$ cat config.mk
export PLATFORM = sky130hd
export DESIGN_NAME = servo_pulse_train_generator
export DESIGN_NICKNAME = d
export VERILOG_FILES = /design/src/rtl/core/spg_pkg.sv /design/src/rtl/core/spg_ram.sv /design/src/rtl/core/spg_bank.sv /design/src/rtl/core/servo_pulse_train_generator.sv
export SDC_FILE = /design/constraint.sdc
export NUM_CORES = 1
export LEC_CHECK = 0
export BUFFER_PORTS_ARGS = -buffer_cell sky130_fd_sc_hd__buf_2
export CORE_ASPECT_RATIO = 0.6
export CORE_MARGIN = 2
export CORE_UTILIZATION = 25
export DETAILED_ROUTE_END_ITERATION = 10
export PLACE_DENSITY = 0.4
export SLEW_MARGIN = 20
export SYNTH_ARGS = -nofsm -noshare
export SYNTH_HDL_FRONTEND = slang
export SYNTH_SLANG_ARGS = --single-unit
$ cat constraint.sdc
create_clock -name clk -period 3.12 [get_ports clk]
set_clock_uncertainty 0.05 [all_clocks]
set_input_delay 0.312 -clock clk [delete_from_list [all_inputs] [get_ports clk]]
set_output_delay 0.312 -clock clk [all_outputs]
set_load 0.05 [all_outputs]
$ cat src/rtl/core/spg_pkg.sv
// ----------------------------------------------------------------------------
// spg_pkg
// Shared widths, codes and types for the servo pulse train generator.
// ----------------------------------------------------------------------------
package spg_pkg;

  // field widths
  localparam int CHAN_W  = 5;
  localparam int WIDTH_W = 16;
  localparam int TIMER_W = 16;

  // default channel count and neutral pulse width
  localparam int NUM_CHANNELS_DEF = 20;
  localparam logic [WIDTH_W-1:0] NEUTRAL_WIDTH = 16'd3000;

  // item kinds
  localparam logic KIND_TICK  = 1'b0;
  localparam logic KIND_WRITE = 1'b1;

  // width write toward a bank
  typedef struct packed {
    logic               en;
    logic [CHAN_W-1:0]  chan;
    logic [WIDTH_W-1:0] data;
  } spg_wr_t;

  // what a bank did on one tick
  typedef struct packed {
    logic              pulse;
    logic [CHAN_W-1:0] chan;
    logic              frame_end;
  } spg_res_t;

endpackage

$ cat src/rtl/core/spg_ram.sv
// ----------------------------------------------------------------------------
// spg_ram
// Generic single-write, single-read RAM with a registered read port.
// ----------------------------------------------------------------------------
module spg_ram #(
  parameter int WIDTH = 16,
  parameter int DEPTH = 10,
  localparam int AW = (DEPTH > 1) ? $clog2(DEPTH) : 1
) (
  input  logic             clk,
  input  logic             we,
  input  logic [AW-1:0]    waddr,
  input  logic [WIDTH-1:0] wdata,
  input  logic [AW-1:0]    raddr,
  output logic [WIDTH-1:0] rdata
);

  logic [WIDTH-1:0] mem [DEPTH];

  // write port and registered read (old data on collision)
  always_ff @(posedge clk) begin
    if (we) begin
      mem[waddr] <= wdata;
    end
    rdata <= mem[raddr];
  end

endmodule

$ cat src/rtl/core/spg_bank.sv
// ----------------------------------------------------------------------------
// spg_bank
// One servo bank: width table slice in RAM, compare value and channel index.
// The RAM is read ahead at the index the bank will hold next cycle.
// ----------------------------------------------------------------------------
module spg_bank
  import spg_pkg::*;
#(
  parameter int FIRST = 0,
  parameter int COUNT = 10,
  localparam int AW = (COUNT > 1) ? $clog2(COUNT) : 1
) (
  input  logic               clk,
  input  logic               rst,
  input  logic               tick,
  input  logic [TIMER_W-1:0] timer,
  input  spg_wr_t            wr,
  output spg_res_t           res
);

  localparam logic [CHAN_W-1:0] FirstIdx = CHAN_W'(FIRST);
  localparam logic [CHAN_W-1:0] LastIdx  = CHAN_W'(FIRST + COUNT - 1);

  logic [TIMER_W-1:0] compare;
  logic [TIMER_W-1:0] compare_next;
  logic [CHAN_W-1:0]  index;
  logic [CHAN_W-1:0]  index_next;
  logic [CHAN_W-1:0]  index_rel;
  logic [CHAN_W-1:0]  wr_rel;
  logic [AW-1:0]      raddr;
  logic [AW-1:0]      waddr;
  logic               wr_hit;
  logic [COUNT-1:0]   written;
  logic               rd_valid;
  logic               fwd_valid;
  logic [WIDTH_W-1:0] fwd_data;
  logic [WIDTH_W-1:0] rdata;
  logic [WIDTH_W-1:0] width_cur;
  logic               match;
  logic               wrap;

  // write decode into the local slice
  assign wr_hit = wr.en && (wr.chan >= FirstIdx) && (wr.chan <= LastIdx);
  assign wr_rel = wr.chan - FirstIdx;
  assign waddr  = wr_rel[AW-1:0];

  // width of the current channel: forwarded write, stored entry or neutral
  always_comb begin
    if (fwd_valid) begin
      width_cur = fwd_data;
    end else if (rd_valid) begin
      width_cur = rdata;
    end else begin
      width_cur = NEUTRAL_WIDTH;
    end
  end

  // compare match, advance and index step
  assign match        = tick && (timer == compare);
  assign wrap         = (index == LastIdx);
  assign compare_next = match ? compare + width_cur : compare;

  always_comb begin
    index_next = index;
    if (match) begin
      index_next = wrap ? FirstIdx : index + CHAN_W'(1);
    end
  end

  // read ahead at the next index
  assign index_rel = index_next - FirstIdx;
  assign raddr     = index_rel[AW-1:0];

  // bank result
  always_comb begin
    res.pulse     = match;
    res.chan      = match ? index : '0;
    res.frame_end = match && wrap;
  end

  spg_ram #(
    .WIDTH (WIDTH_W),
    .DEPTH (COUNT)
  ) u_ram (
    .clk   (clk),
    .we    (wr_hit),
    .waddr (waddr),
    .wdata (wr.data),
    .raddr (raddr),
    .rdata (rdata)
  );

  // bank state
  always_ff @(posedge clk) begin
    if (rst) begin
      compare <= '0;
      index   <= FirstIdx;
    end else begin
      compare <= compare_next;
      index   <= index_next;
    end
  end

  // written flags, read-valid and write forwarding
  always_ff @(posedge clk) begin
    if (rst) begin
      written   <= '0;
      rd_valid  <= 1'b0;
      fwd_valid <= 1'b0;
    end else begin
      if (wr_hit) begin
        written[waddr] <= 1'b1;
      end
      rd_valid  <= written[raddr];
      fwd_valid <= wr_hit && (waddr == raddr);
    end
  end

  always_ff @(posedge clk) begin
    fwd_data <= wr.data;
  end

  // checks
  a_frame_has_pulse: assert property (@(posedge clk) disable iff (rst)
    res.frame_end |-> res.pulse)
    else $error("frame end without clock pulse");

  a_idle_holds: assert property (@(posedge clk) disable iff (rst)
    !tick |=> ($stable(index) && $stable(compare)))
    else $error("bank state moved without a tick");

  a_index_range: assert property (@(posedge clk) disable iff (rst)
    (index >= FirstIdx) && (index <= LastIdx))
    else $error("bank index out of its half");

endmodule

$ cat src/rtl/core/servo_pulse_train_generator.sv
// ----------------------------------------------------------------------------
// servo_pulse_train_generator
// Two-bank multiplexed servo clock pulse generator with a writable width
// table and a free-running tick timer.
//
//   channel  direction  handshake             beat fields
//   in       sink       in_valid / in_stall   kind, channel, width
//   out      source     out_valid / out_stall clock_pulse_a/b, channel_a/b,
//                                             frame_end_a/b
//
// One item per cycle while in_stall is low; each item's result beat is registered
// and shows in the following cycle. Each bank keeps its table slice in a one-port-read
// RAM read ahead at the next index; writes to that entry are forwarded.
// The table reads neutral until an entry is written.
// in_stall is high only while a result beat waits under out_stall.
// ----------------------------------------------------------------------------
module servo_pulse_train_generator
  import spg_pkg::*;
#(
  parameter int NUM_CHANNELS = NUM_CHANNELS_DEF
) (
  input  logic               clk,
  input  logic               rst,
  input  logic               in_valid,
  output logic               in_stall,
  input  logic               kind,
  input  logic [CHAN_W-1:0]  channel,
  input  logic [WIDTH_W-1:0] width,
  output logic               out_valid,
  input  logic               out_stall,
  output logic               clock_pulse_a,
  output logic               clock_pulse_b,
  output logic [CHAN_W-1:0]  channel_a,
  output logic [CHAN_W-1:0]  channel_b,
  output logic               frame_end_a,
  output logic               frame_end_b
);

  localparam int HALF = NUM_CHANNELS / 2;

  logic               accept;
  logic               tick;
  logic [TIMER_W-1:0] timer;
  spg_wr_t            wr;
  spg_res_t           res_a;
  spg_res_t           res_b;

  // handshake
  assign in_stall = out_valid && out_stall;
  assign accept   = in_valid && !in_stall;
  assign tick     = accept && (kind == KIND_TICK);

  always_comb begin
    wr.en   = accept && (kind == KIND_WRITE);
    wr.chan = channel;
    wr.data = width;
  end

  // free-running timer
  always_ff @(posedge clk) begin
    if (rst) begin
      timer <= '0;
    end else if (tick) begin
      timer <= timer + TIMER_W'(1);
    end
  end

  spg_bank #(
    .FIRST (0),
    .COUNT (HALF)
  ) u_bank_a (
    .clk   (clk),
    .rst   (rst),
    .tick  (tick),
    .timer (timer),
    .wr    (wr),
    .res   (res_a)
  );

  spg_bank #(
    .FIRST (HALF),
    .COUNT (NUM_CHANNELS - HALF)
  ) u_bank_b (
    .clk   (clk),
    .rst   (rst),
    .tick  (tick),
    .timer (timer),
    .wr    (wr),
    .res   (res_b)
  );

  // output beat valid
  always_ff @(posedge clk) begin
    if (rst) begin
      out_valid <= 1'b0;
    end else if (accept) begin
      out_valid <= 1'b1;
    end else if (!out_stall) begin
      out_valid <= 1'b0;
    end
  end

  // output beat payload
  always_ff @(posedge clk) begin
    if (accept) begin
      clock_pulse_a <= res_a.pulse;
      clock_pulse_b <= res_b.pulse;
      channel_a     <= res_a.chan;
      channel_b     <= res_b.chan;
      frame_end_a   <= res_a.frame_end;
      frame_end_b   <= res_b.frame_end;
    end
  end

  // checks
  a_write_quiet: assert property (@(posedge clk) disable iff (rst)
    (accept && (kind == KIND_WRITE)) |=>
      (out_valid && !clock_pulse_a && !clock_pulse_b))
    else $error("width write produced a clock pulse");

  a_timer_step: assert property (@(posedge clk) disable iff (rst)
    tick |=> (timer == $past(timer) + TIMER_W'(1)))
    else $error("timer did not advance on tick");

  a_chan_a_half: assert property (@(posedge clk) disable iff (rst)
    (out_valid && clock_pulse_a) |-> (channel_a < CHAN_W'(HALF)))
    else $error("bank A reported a channel of bank B");

endmodule

## After elaboration in Yosys (flattened, before gate mapping)

Memories as Yosys holds them, arrays and structs flattened. A register that Yosys moved wholly into a read port is not among the register bits.
Index checks and enable logic that the tools add are counted.

- Flip-flop bits (word level): 113
- Memory bits (writable): 320
- Input bits: 26
- Output and inout port bits: 16
- Memories: 2

Memory list:

| name | words | width | rd ports | clocked after memory_dff | wr ports | line | RTL |
|---|---|---|---|---|---|---|---|
| u_bank_a.u_ram.mem | 10 | 16 | 1 | 1 | 1 | spg_ram.sv:18 | `logic [WIDTH-1:0] mem [DEPTH];` |
| u_bank_b.u_ram.mem | 10 | 16 | 1 | 1 | 1 | spg_ram.sv:18 |  |

- Add/subtract/negate cells: 7
- $lt $le $gt $ge: 10
- Equal/unequal tests: 7
- Multiplexer cells: 22
- Bitwise logic cells: 3
- Reduce and logical (&&, ||, !) cells: 17

Operator list:

| cell | number |
|---|---|
| $mux 16 | 4 |
| $add 16x16->16 | 2 |
| $eq 16x16->1 | 2 |
| $lt 4x5->1 const B | 4 |
| $or 10x10->10 | 2 |
| $add 16x1->16 const B | 1 |
| $logic_and 1x1->1 | 16 |
| $mux 5 | 3 |
| $add 5x1->5 const B | 2 |
| $mux 1 | 10 |
| $bmux 1 s4 | 2 |
| $demux 1 s4 | 2 |
| $eq 4x4->1 | 2 |
| $ge 4x1->1 const B | 2 |
| $sub 4x4->4 const B | 2 |
| $eq 5x4->1 const B | 1 |
| $eq 5x5->1 const B | 1 |
| $ge 5x1->1 const B | 1 |
| $ge 5x4->1 const B | 1 |
| $le 5x4->1 const B | 1 |
| $le 5x5->1 const B | 1 |
| $mux 4 | 1 |
| $ne 2x1->1 const B | 1 |
| $logic_not 1->1 | 1 |
| $not 1->1 | 1 |

## Logic depth before layout (Yosys ltp)

Gate-level depths: netlist (run 1).

- Depth in word-level cells: 9
- Mapped depth: 16
- Depth with buffers taken out: 14

## By module

A second synthesis (run 1) with hierarchy kept.

- Cells, all modules: 1529
- Area, all modules: 20500.9 sq um

By module, submodules not included:

| module | times used | cells an instance | area each (sq um) | seq. area each (sq um) |
|---|---|---|---|---|
| spg_ram | 2 | 358 | 6712.7 | 5124.9 |
| spg_bank at u_bank_b | 1 | 359 | 2971.6 | 980.9 |
| spg_bank at u_bank_a | 1 | 347 | 2877.8 | 980.9 |
| servo_pulse_train_generator | 1 | 107 | 1226.2 | 760.7 |

## Least setup slack after synthesis (run 1)

No wires, ideal clock.

- Path type: flip-flop to flip-flop
- Start: register u_bank_b.fwd_valid
- End: register u_bank_b.compare[15]
- Setup time: 121 ps
- Arrival time: 3139 ps
- Required time: 2949 ps
- Path slack: -190 ps
- Cell stages (with the launch flop): 15
- Buffers on the path: 2
- Path through: dfxtp_1 > clkbuf_1 > nor2b_1 > clkbuf_1 > a22o_1 > ha_1 > a211oi_1 > o21ai_0 > a31oi_1 > o21ai_0 > a2111oi_0 > or2_2 > o21ai_0 > mux2i_1 > mux2_2

- Longest elaborated chain between the ends: 2

RTL lines:

| what | line | RTL |
|---|---|---|
| start, declared | spg_bank.sv:35 | `logic fwd_valid;` |
| start signal, assigned | spg_bank.sv:115 | `fwd_valid <= wr_hit && (waddr == raddr);` |
| $mux 16 | spg_bank.sv:49 | `if (fwd_valid) begin` |
| $add 16x16->16 | spg_bank.sv:61 | `assign compare_next = match ? compare + width_cur : compare;` |
| end signal, assigned | spg_bank.sv:99 | `compare <= compare_next;` |
| end, declared | spg_bank.sv:24 | `logic [TIMER_W-1:0] compare;` |

Every way passes these cells.
A chain may end at the register's enable or synchronous reset.

## Worst setup path after layout (run 1)

- Start: register timer[6]
- End: register u_bank_b.u_ram.rdata[11] (read register of u_bank_b.u_ram.mem)

- Longest elaborated chain between the ends: 4

RTL lines:

| what | line | RTL |
|---|---|---|
| start, declared | servo_pulse_train_generator.sv:43 | `logic [TIMER_W-1:0] timer;` |
| start signal, assigned | servo_pulse_train_generator.sv:64 | `timer <= timer + TIMER_W'(1);` |
| $eq 16x16->1 | spg_bank.sv:59 | `assign match = tick && (timer == compare);` |
| $logic_and 1x1->1 | spg_bank.sv:59 |  |
| $mux 5 | spg_bank.sv:65 | `if (match) begin` |
| $sub 4x4->4 | spg_bank.sv:71 | `assign index_rel = index_next - FirstIdx;` |
| end, declared | spg_ram.sv:15 | `output logic [WIDTH-1:0] rdata` |

Every way passes these cells.

==> results of run 1 <==
[registers in the layout, summed over array words and instances (netlist names), 5 cells and up]
register	cells
u_bank_a.u_ram.rdata	16
u_bank_b.compare	16
channel_a	5
channel_b	5
u_bank_b.u_ram.rdata	16
u_bank_a.compare	16
u_bank_b.u_ram.mem	160
u_bank_b.index	5
timer	16
u_bank_a.u_ram.mem	160
u_bank_b.written	10
u_bank_a.index	5
u_bank_a.written	10
u_bank_b.fwd_data	16
[worst max-delay path, delay by kind of cell, from the launching register on]
kind / cells / cell delay, ns
compound gates: 2 / 0.21
flops: 1 / 0.35
simple gates: 4 / 1.34
mux: 2 / 0.46
buf+inv: 3 / 0.42
xor+xnor: 1 / 0.18
[stage by stage]
step	worst slack [ns]	util	hold slack, ns
global placement	-0.1665	0.2909	0.4001
global route	-0.08364	0.3160	0.05628
CTS	0.0005678	0.3109	0.02718
detailed placement	-0.1238	0.2909	0.4089
finish	-0.03016	0.3161	0.05478
floorplan	-0.1087	-	0.2897
[logic make-up (layout without fill, tap and decap cells)]
| family | after synthesis | count (layout) | share of synthesized area |
|---|---|---|---|
| and+or+nand+nor | 451 | 451 | 0.1063 |
| muxes | 128 | 128 | 0.06927 |
| other | 0 | 1 | 0 |
| buffers and inverters | 97 | 343 | 0.02121 |
| AOI/OAI and AO/OA | 279 | 279 | 0.09317 |
| xor gates and xnor gates | 81 | 81 | 0.03633 |
| adders and majority gates | 39 | 39 | 0.02576 |
| DFF | 465 | 465 | 0.6480 |
[where the power goes]
group | leakage (nW) | switching [mW] | internal, mW
logic | 3.85 | 2.52 | 2.07
registers | 4.10 | 0.274 | 6.96
clock network | 0.718 | 2.42 | 3.19
[path summary, 6_finish.rpt]
check	depth (start not counted)	startpoint	end	slack [ns]
worst min register to register	2	u_bank_a.written[9]$_SDFFE_PP0P_	u_bank_a.written[9]$_SDFFE_PP0P_	0.43
worst min-delay path	4	out_stall	out_valid$_SDFFE_PP0P_	0.05
worst max register to register	12	timer[6]$_SDFFE_PP0P_	u_bank_b.u_ram.rdata[11]$_DFF_P_	-0.03
worst max-delay path	12	timer[6]$_SDFFE_PP0P_	u_bank_b.u_ram.rdata[11]$_DFF_P_	-0.03
[synth_stat cells (5+ instances only)]
master / instances / area [um2]
edfxtp_1: 334 / 10030
nand2_1: 186 / 698.2
dfxtp_1: 131 / 2623
nor2_1: 129 / 484.2
a21oi_1: 103 / 515.5
mux2i_1: 80 / 800.8
clkbuf_1: 60 / 225.2
xnor2_1: 48 / 420.4
mux2_2: 38 / 427.9
ha_1: 37 / 462.9
a32oi_1: 33 / 289.0
o21ai_0: 33 / 165.2
xor2_1: 33 / 289.0
and2_1: 30 / 187.7
inv_1: 21 / 78.83
a211oi_1: 19 / 142.6
o22ai_1: 19 / 118.9
nor3_1: 18 / 90.09
a21o_1: 15 / 112.6
a22o_1: 15 / 131.4
a221o_1: 13 / 130.1
nand3_1: 13 / 65.06
and3_1: 11 / 68.82
nand2b_1: 11 / 68.82
nor2b_1: 11 / 68.82
mux2_1: 9 / 101.4
nand4_1: 8 / 50.05
buf_2: 7 / 35.03
o21bai_1: 7 / 52.55
a31oi_1: 5 / 31.28
[cells in the final DEF (no fill, tap or decap), drive strengths merged, types with 3 or more instances in the layout]
cell,Yosys,layout
a22oi,4,4
buf,16,233
a221o,13,13
mux2i,81,81
and2,30,30
nand3,14,14
dfxtp,131,131
inv,21,25
mux2,47,47
a211oi,19,19
nand4b,3,3
bufinv,0,4
and3,11,11
nand2b,11,11
or3,4,4
edfxtp,334,334
nor4,7,7
ha,37,37
nor2,130,130
nor2b,11,11
or2,3,3
o21ai,37,37
xnor2,48,48
o21bai,7,7
nor3,19,19
xor2,33,33
a21oi,103,103
nand4,8,8
or4,3,3
and4,4,4
nand2,186,186
o22ai,19,19
a32oi,33,33
a22o,15,15
a31oi,5,5
a21o,15,15
clkinv,0,9
clkbuf,60,70
[metal layers]
| metal | vias to the layer above | track usage |
|---|---|---|
| li1 | 6097 | - |
| met1 | 6386 | 0.2284 |
| met2 | 212 | 0.1929 |
| met3 | 60 | 0.03223 |
| met4 | 8 | 0.02163 |
| met5 | - | 0 |
[layout make-up]
| class | instances | area [um2] | area share |
|---|---|---|---|
| Sequential cell | 465 | 12660 | 0.5176 |
| Multi-Input combinational cell | 978 | 6857 | 0.2803 |
| Timing Repair Buffer | 238 | 2071 | 0.08465 |
| Tap cell | 1053 | 1318 | 0.05386 |
| Clock buffer | 66 | 1277 | 0.05222 |
| Clock inverter | 18 | 196.4 | 0.008030 |
| Inverter | 21 | 78.83 | 0.003222 |
| Antenna cell | 1 | 2.502 | 0.0001023 |
[timing repair]
item                                    CTS  global route
gates resized for setup                  15            63
hold buffers                              1             0
buffers inserted                          0            12
pin swaps                                 5            22
endpoints found under the setup margin   25            39
gates cloned                              0             4
hold endpoints to repair                  1             0
==> summary.md, run 1 <==
| Metric | Value |
|---|---|
| Run status | finished with violations |
| Failing checks | setup timing |
| Dominant synthesized flop cell | edfxtp_1 |
| Final Routed Wirelength | 58570 um |
| Placed Cells | 2740 |
| Final design instance area without fill | 24460 um2 |
| Leak Pwr | 8.667 nW |
| Starting density of the core | 0.2523 |
| Synthesis Warnings | 0 |
| Critical-path top delay cell | or4b_4 |
| P&R area growth vs syn | 25.28% |
| DR pass1 iterations | 5 |
| Count of final hold-check violations | 0 |
| Clk buf depth | 3 |
| Max incr delay on CP | 0.61 ns |
| Number of global-route vias before repair | 12130 |
| Power Density | 712.6 nW/um2 |
| CTS H-tree depth | 2 |
| Post-DRT Antenna Nets | 0 |
| Num CTS Buffers | 46 |
| Syn Area/Cell | 12.68 um2 |
| Min-delay worst type | in2reg |
| Met3 wire length | 2901 um |
| Layout cell share with drive strength beyond 1 | 0.2380 |
| Setup TNS | -0.03016 ns |
| Pin count of the biggest net entering global routing | 42 |
| Mapped cell area | 19530 um2 |
| CTS sink cnt | 465 |
| Worst skew pair latency | 0.57 ns |
| Met2 wire len | 22640 um |
| Global Route Usage Sum | 0.1423 |
| Yosys cell types | 63 |
| Final setup viols | 1 |
| CTS root buf | clkbuf_16 |
| Vias post-DR | 12760 |
| Routed length per instance | 20.62 um |
| Worst IR Drop VDD | 0.3705 mV |
| CP endpoint kind | flop |
| Fill cell count | 7776 |
| Chip Width | 364.8 um |
| Uppermost routed layer | met5 |
| Die area | 80430 um2 |
| Ports | 42 |
| Relative slew slack | 0.4286 |
| Site row count | 79 |
| Cells after Synth | 1540 |
| Synth Register Bits | 465 |
| Gr ovfl total | 0 |
| Placed Area | 22520 um2 |
| Max FO, Critical Path | 6 |
| CP Launch Type | flop |
| Placer Congestion | 0.8211 |
| WP data required | 3.52 ns |
| Sequential share of the synthesized area | 0.6480 |
| Non-Filler Instances | 2840 |
| Via density | 4.494 |
| Maxcap violations | 0 |
| Worst Setup Slack, final | -0.03016 ns |
| Detail Placement HPWL | 39060 um |
| First-pass GRT wire length | 83730 um |
| Syn nets | 1605 |
| Metal-1 WL | 32280 um |
| Async SR Flop Fraction | 0 |
| Final Net Count | 1815 |
| # DRC | 0 |
| Final Power | 17.43 mW |
| Slew Viols, Final | 0 |
| CTS tree | yes |
| Die height | 220.5 um |
| Core area | 77400 um2 |
| Initial antenna violation count | 6 |
| Critical Path AT | 3.55 ns |
| Setup CP Type | reg2reg |
| Final min period | 3.150 ns |
| Clock slew at reported path FFs | 0.06 ns |
| Iter 0 DRT Violations | 980 |
| Fmax | 0.3174 GHz |
| Unrepaired setup endpoints after global routing | yes |
| Tcrit/Tclk final | 1.010 |
| Cell Chain, Critical Path | xor2_1, nor4_2, nand3_2, or4b_4, buf_6, mux2i_4, buf_12, buf_4, mux2i_2, o22ai_1, nor2_1, a21oi_1 |
| Worst Tran Pin Value | 0.8570 ns |
| Post-synth EDFFs | 334 |
| I/O Buffers | 41 |
No activity file was read; power rests on OpenSTA's default activity.
==> run 2, diff against run 1 <==
SKIP_CTS_REPAIR_TIMING = 1   (was unset)
SYNTH_HIERARCHICAL = 1   (was unset)
==> run 2 against run 1 <==
Net effect: the run now ends clean; sequential share of layout area fell by 0.65 points; clock power is essentially flat; core utilization down 0.38 points; die area is 4.9% higher; cell count is 0.70% higher.
==> summary.md, run 2 <==
| Metric | Value |
|---|---|
| CP Launch Type | flop |
| Syn Area/Cell | 13.41 um2 (+5.7%) |
| Final min period | 3.043 ns (-0.1075 ns) |
| Slew Viols, Final | 0 (unchanged) |
| Mapped cell area | 20500 um2 (+5.0%) |
| Min-delay worst type | in2reg |
| Synth Register Bits | 481 (+3.4%) |
| Sequential share of the synthesized area | 0.6328 (-0.01518) |
| Clk buf depth | 3 (unchanged) |
| Worst IR Drop VDD | 0.4183 mV (+13%) |
| CTS sink cnt | 481 (+3.4%) |
| Max FO, Critical Path | 7 (+1) |
| Fmax | 0.3287 GHz (+3.5%) |
| Leading post-synthesis cells by cell area | edfxtp_1 (49%), dfxtp_1 (14%), mux2_2 (5.5%) |
| Most frequent cells after synthesis | edfxtp_1 (334), dfxtp_1 (147), nand2_1 (116) |
| I/O Buffers | 41 (unchanged) |
| Initial antenna violation count | 0 (-6) |
| DR pass1 iterations | 5 (unchanged) |
| Most frequent cells in the layout | edfxtp_1 (334), buf_4 (141), dfxtp_1 (136), nand2_1 (114), mux2_2 (99) |
| Place WS | -0.1382 ns (-0.01437 ns) |
| Maxcap violations | 0 (unchanged) |
| Chip Width | 373.7 um (+2.4%) |
| Most frequent cell after synthesis | edfxtp_1 |
| Routed length per instance | 20.49 um (-0.65%) |
| Vias post-DR | 12950 (+1.5%) |
| Top flop regs | u_bank_a/u_ram/mem (160), u_bank_b/u_ram/mem (160) |
| Num CTS Buffers | 47 (+2.2%) |
| Gr ovfl total | 0 (unchanged) |
| First-pass GRT wire length | 83650 um (about the same) |
| Synth area leader | edfxtp_1 |
| Final design instance area without fill | 25410 um2 (+3.9%) |
| Final Net Count | 1799 (-0.88%) |
| Via density | 4.528 (+0.75%) |
| Worst Hold Path Cells | 4 (unchanged) |
| Synthesis Warnings | 6 (+6) |
| R2R depth | 12 (unchanged) |
| Placer Congestion | 0.7897 (-3.8%) |
| Dominant synthesized flop cell | edfxtp_1 |
| Fill cell count | 8145 (+4.7%) |
| Setup CP Type | reg2reg |
| Iter 0 DRT Violations | 828 (-16%) |
| Final Routed Wirelength | 58600 um (about the same) |
| CTS root buf | clkbuf_16 |
| FF/Latch Area | 12990 um2 (+2.6%) |
| CTS tree | yes |
| Number of global-route vias before repair | 12790 (+5.5%) |
| Core area | 81380 um2 (+5.2%) |
| Unrepaired setup endpoints after global routing | yes |
| Critical Path AT | 3.46 ns (-0.09 ns) |
| Clock slew at reported path FFs | 0.06 ns (about the same) |
| Count of final hold-check violations | 0 (unchanged) |
| Most common cell after layout, fill and taps aside | edfxtp_1 |
| Die area | 84380 um2 (+4.9%) |
| Placed Area | 23270 um2 (+3.3%) |
| Starting density of the core | 0.2519 (-0.0003813) |
| # DRC | 0 (unchanged) |
| Cells after Synth | 1529 (-0.71%) |
| P&R area growth vs syn | 23.95% |
| Final Power | 17.52 mW (+0.53%) |
| Worst Setup Slack, final | 0.07735 ns (+0.1075 ns) |
| Syn nets | 1593 (-0.75%) |
| Global Route Usage Sum | 0.1327 (-0.009665) |
| Leak Pwr | 9.005 nW (+3.9%) |
| Power Density | 689.7 nW/um2 (-3.2%) |
| Share of the synthesized area in the top cell type | 0.4892 (-0.02442) |
| CTS H-tree depth | 2 (unchanged) |
| Worst Hold Slack | 0.04852 ns (-0.006265 ns) |
| Relative slew slack | 0.5596 (+0.1310) |
| Worst Tran Pin Value | 0.6606 ns (-0.1964 ns) |
| Run status | complete, no violations |
| WP data required | 3.54 ns (+0.02 ns) |
| Worst skew pair latency | 0.60 ns (+0.03 ns) |
| Site row count | 81 (+2.5%) |
| Final setup viols | 0 (-1) |
| Detail Placement HPWL | 37360 um (-4.4%) |
| Pin count of the biggest net entering global routing | 45 (+7.1%) |
| Ports | 42 (unchanged) |
| CP endpoint kind | flop |
| Post-DRT Antenna Nets | 0 (unchanged) |
| Multi-input gate area | 7338 um2 (+7.0%) |
| Tcrit/Tclk final | 0.9752 (-0.03446) |
| Die height | 225.8 um (+2.4%) |
| Post-synth EDFFs | 334 (unchanged) |
| Async SR Flop Fraction | 0 (unchanged) |
| Yosys cell types | 76 (+21%) |
| Layout cell share with drive strength beyond 1 | 0.2852 (+0.04727) |
==> run 2: cell count changes after synthesis, sizes merged, moves of 16 or more <==
cell,previous run,this run
nand2,186,116
nor2,130,75
mux2,47,101
o31ai,2,39
inv,21,56
a32oi,33,0
a22o,15,47
o22ai,19,47
a21oi,103,76
clkbuf,60,33
and2,30,10
buf,16,33
dfxtp,131,147
==> run 2: final cells by class <==
type / count / area share
clock inverters: 27 / 0.009109
multi-input cells: 927 / 0.2888
flip-flops and latches: 481 / 0.5112
clock buffers: 61 / 0.04914
repair buffers: 222 / 0.07952
well taps: 1079 / 0.05313
inverters: 56 / 0.008469
diodes: 7 / 0.0006894
==> run 2: worst max-delay path, cell delays in order, from the launching register on <==
cell and delay [ns]:
dfxtp_2 0.34, buf_4 0.16, xnor2_2 0.15, or4bb_1 0.54
nor3_2 0.19, buf_4 0.15, and2_1 0.19, nand2_1 0.09
mux2_4 0.37, nor2_2 0.16, buf_4 0.19, a22o_1 0.24
o31ai_2 0.08
==> run 2: metal layers <==
metal	GRT usage	wire length [um]
met5	0	0
met4	0.02534	947
met3	0.02018	1988
met2	0.1870	23620
met1	0.2108	32040
==> run 2: power breakdown <==
| part | internal, mW | switching (mW) | total [mW] |
|---|---|---|---|
| combinational | 2.27 | 2.30 | 4.57 |
| clock | 3.09 | 2.52 | 5.62 |
| sequential | 7.11 | 0.228 | 7.34 |
==> run 2: worst paths after layout <==
check,startpoint,endpoint,slack (ns)
max,timer[0]$_SDFFE_PP0P_,u_bank_a/u_ram/rdata[6]$_DFF_P_,0.08
min,out_stall,out_valid$_SDFFE_PP0P_,0.05
max reg2reg,timer[0]$_SDFFE_PP0P_,u_bank_a/u_ram/rdata[6]$_DFF_P_,0.08
min reg2reg,u_bank_b/written[3]$_SDFFE_PP0P_,u_bank_b/written[3]$_SDFFE_PP0P_,0.42
==> run 2: cells by family (layout without fill, tap and decap cells) <==
logic type / count (synthesis) / after routing / share of synthesized area
DFF: 481 / 481 / 0.6328
and+or+nand+nor: 353 / 353 / 0.08721
AOI/OAI and AO/OA: 285 / 285 / 0.1013
muxes: 177 / 178 / 0.09295
buffers and inverters: 122 / 366 / 0.03070
xor gates and xnor gates: 73 / 73 / 0.03119
adders and majority gates: 38 / 38 / 0.02392
other: 0 / 7 / 0
==> run 2: per-stage QoR <==
| step | util | std cells | TNS, ns |
|---|---|---|---|
| finish | 0.3122 | 2860 | 0 |
| detailed placement | 0.2859 | 2751 | -1.690 |
| global route | 0.3120 | 2853 | -0.2100 |
| CTS | 0.3041 | 2839 | -2.761 |
| floorplan | - | 1529 | -9.624 |
| global placement | 0.2859 | 2751 | -1.995 |
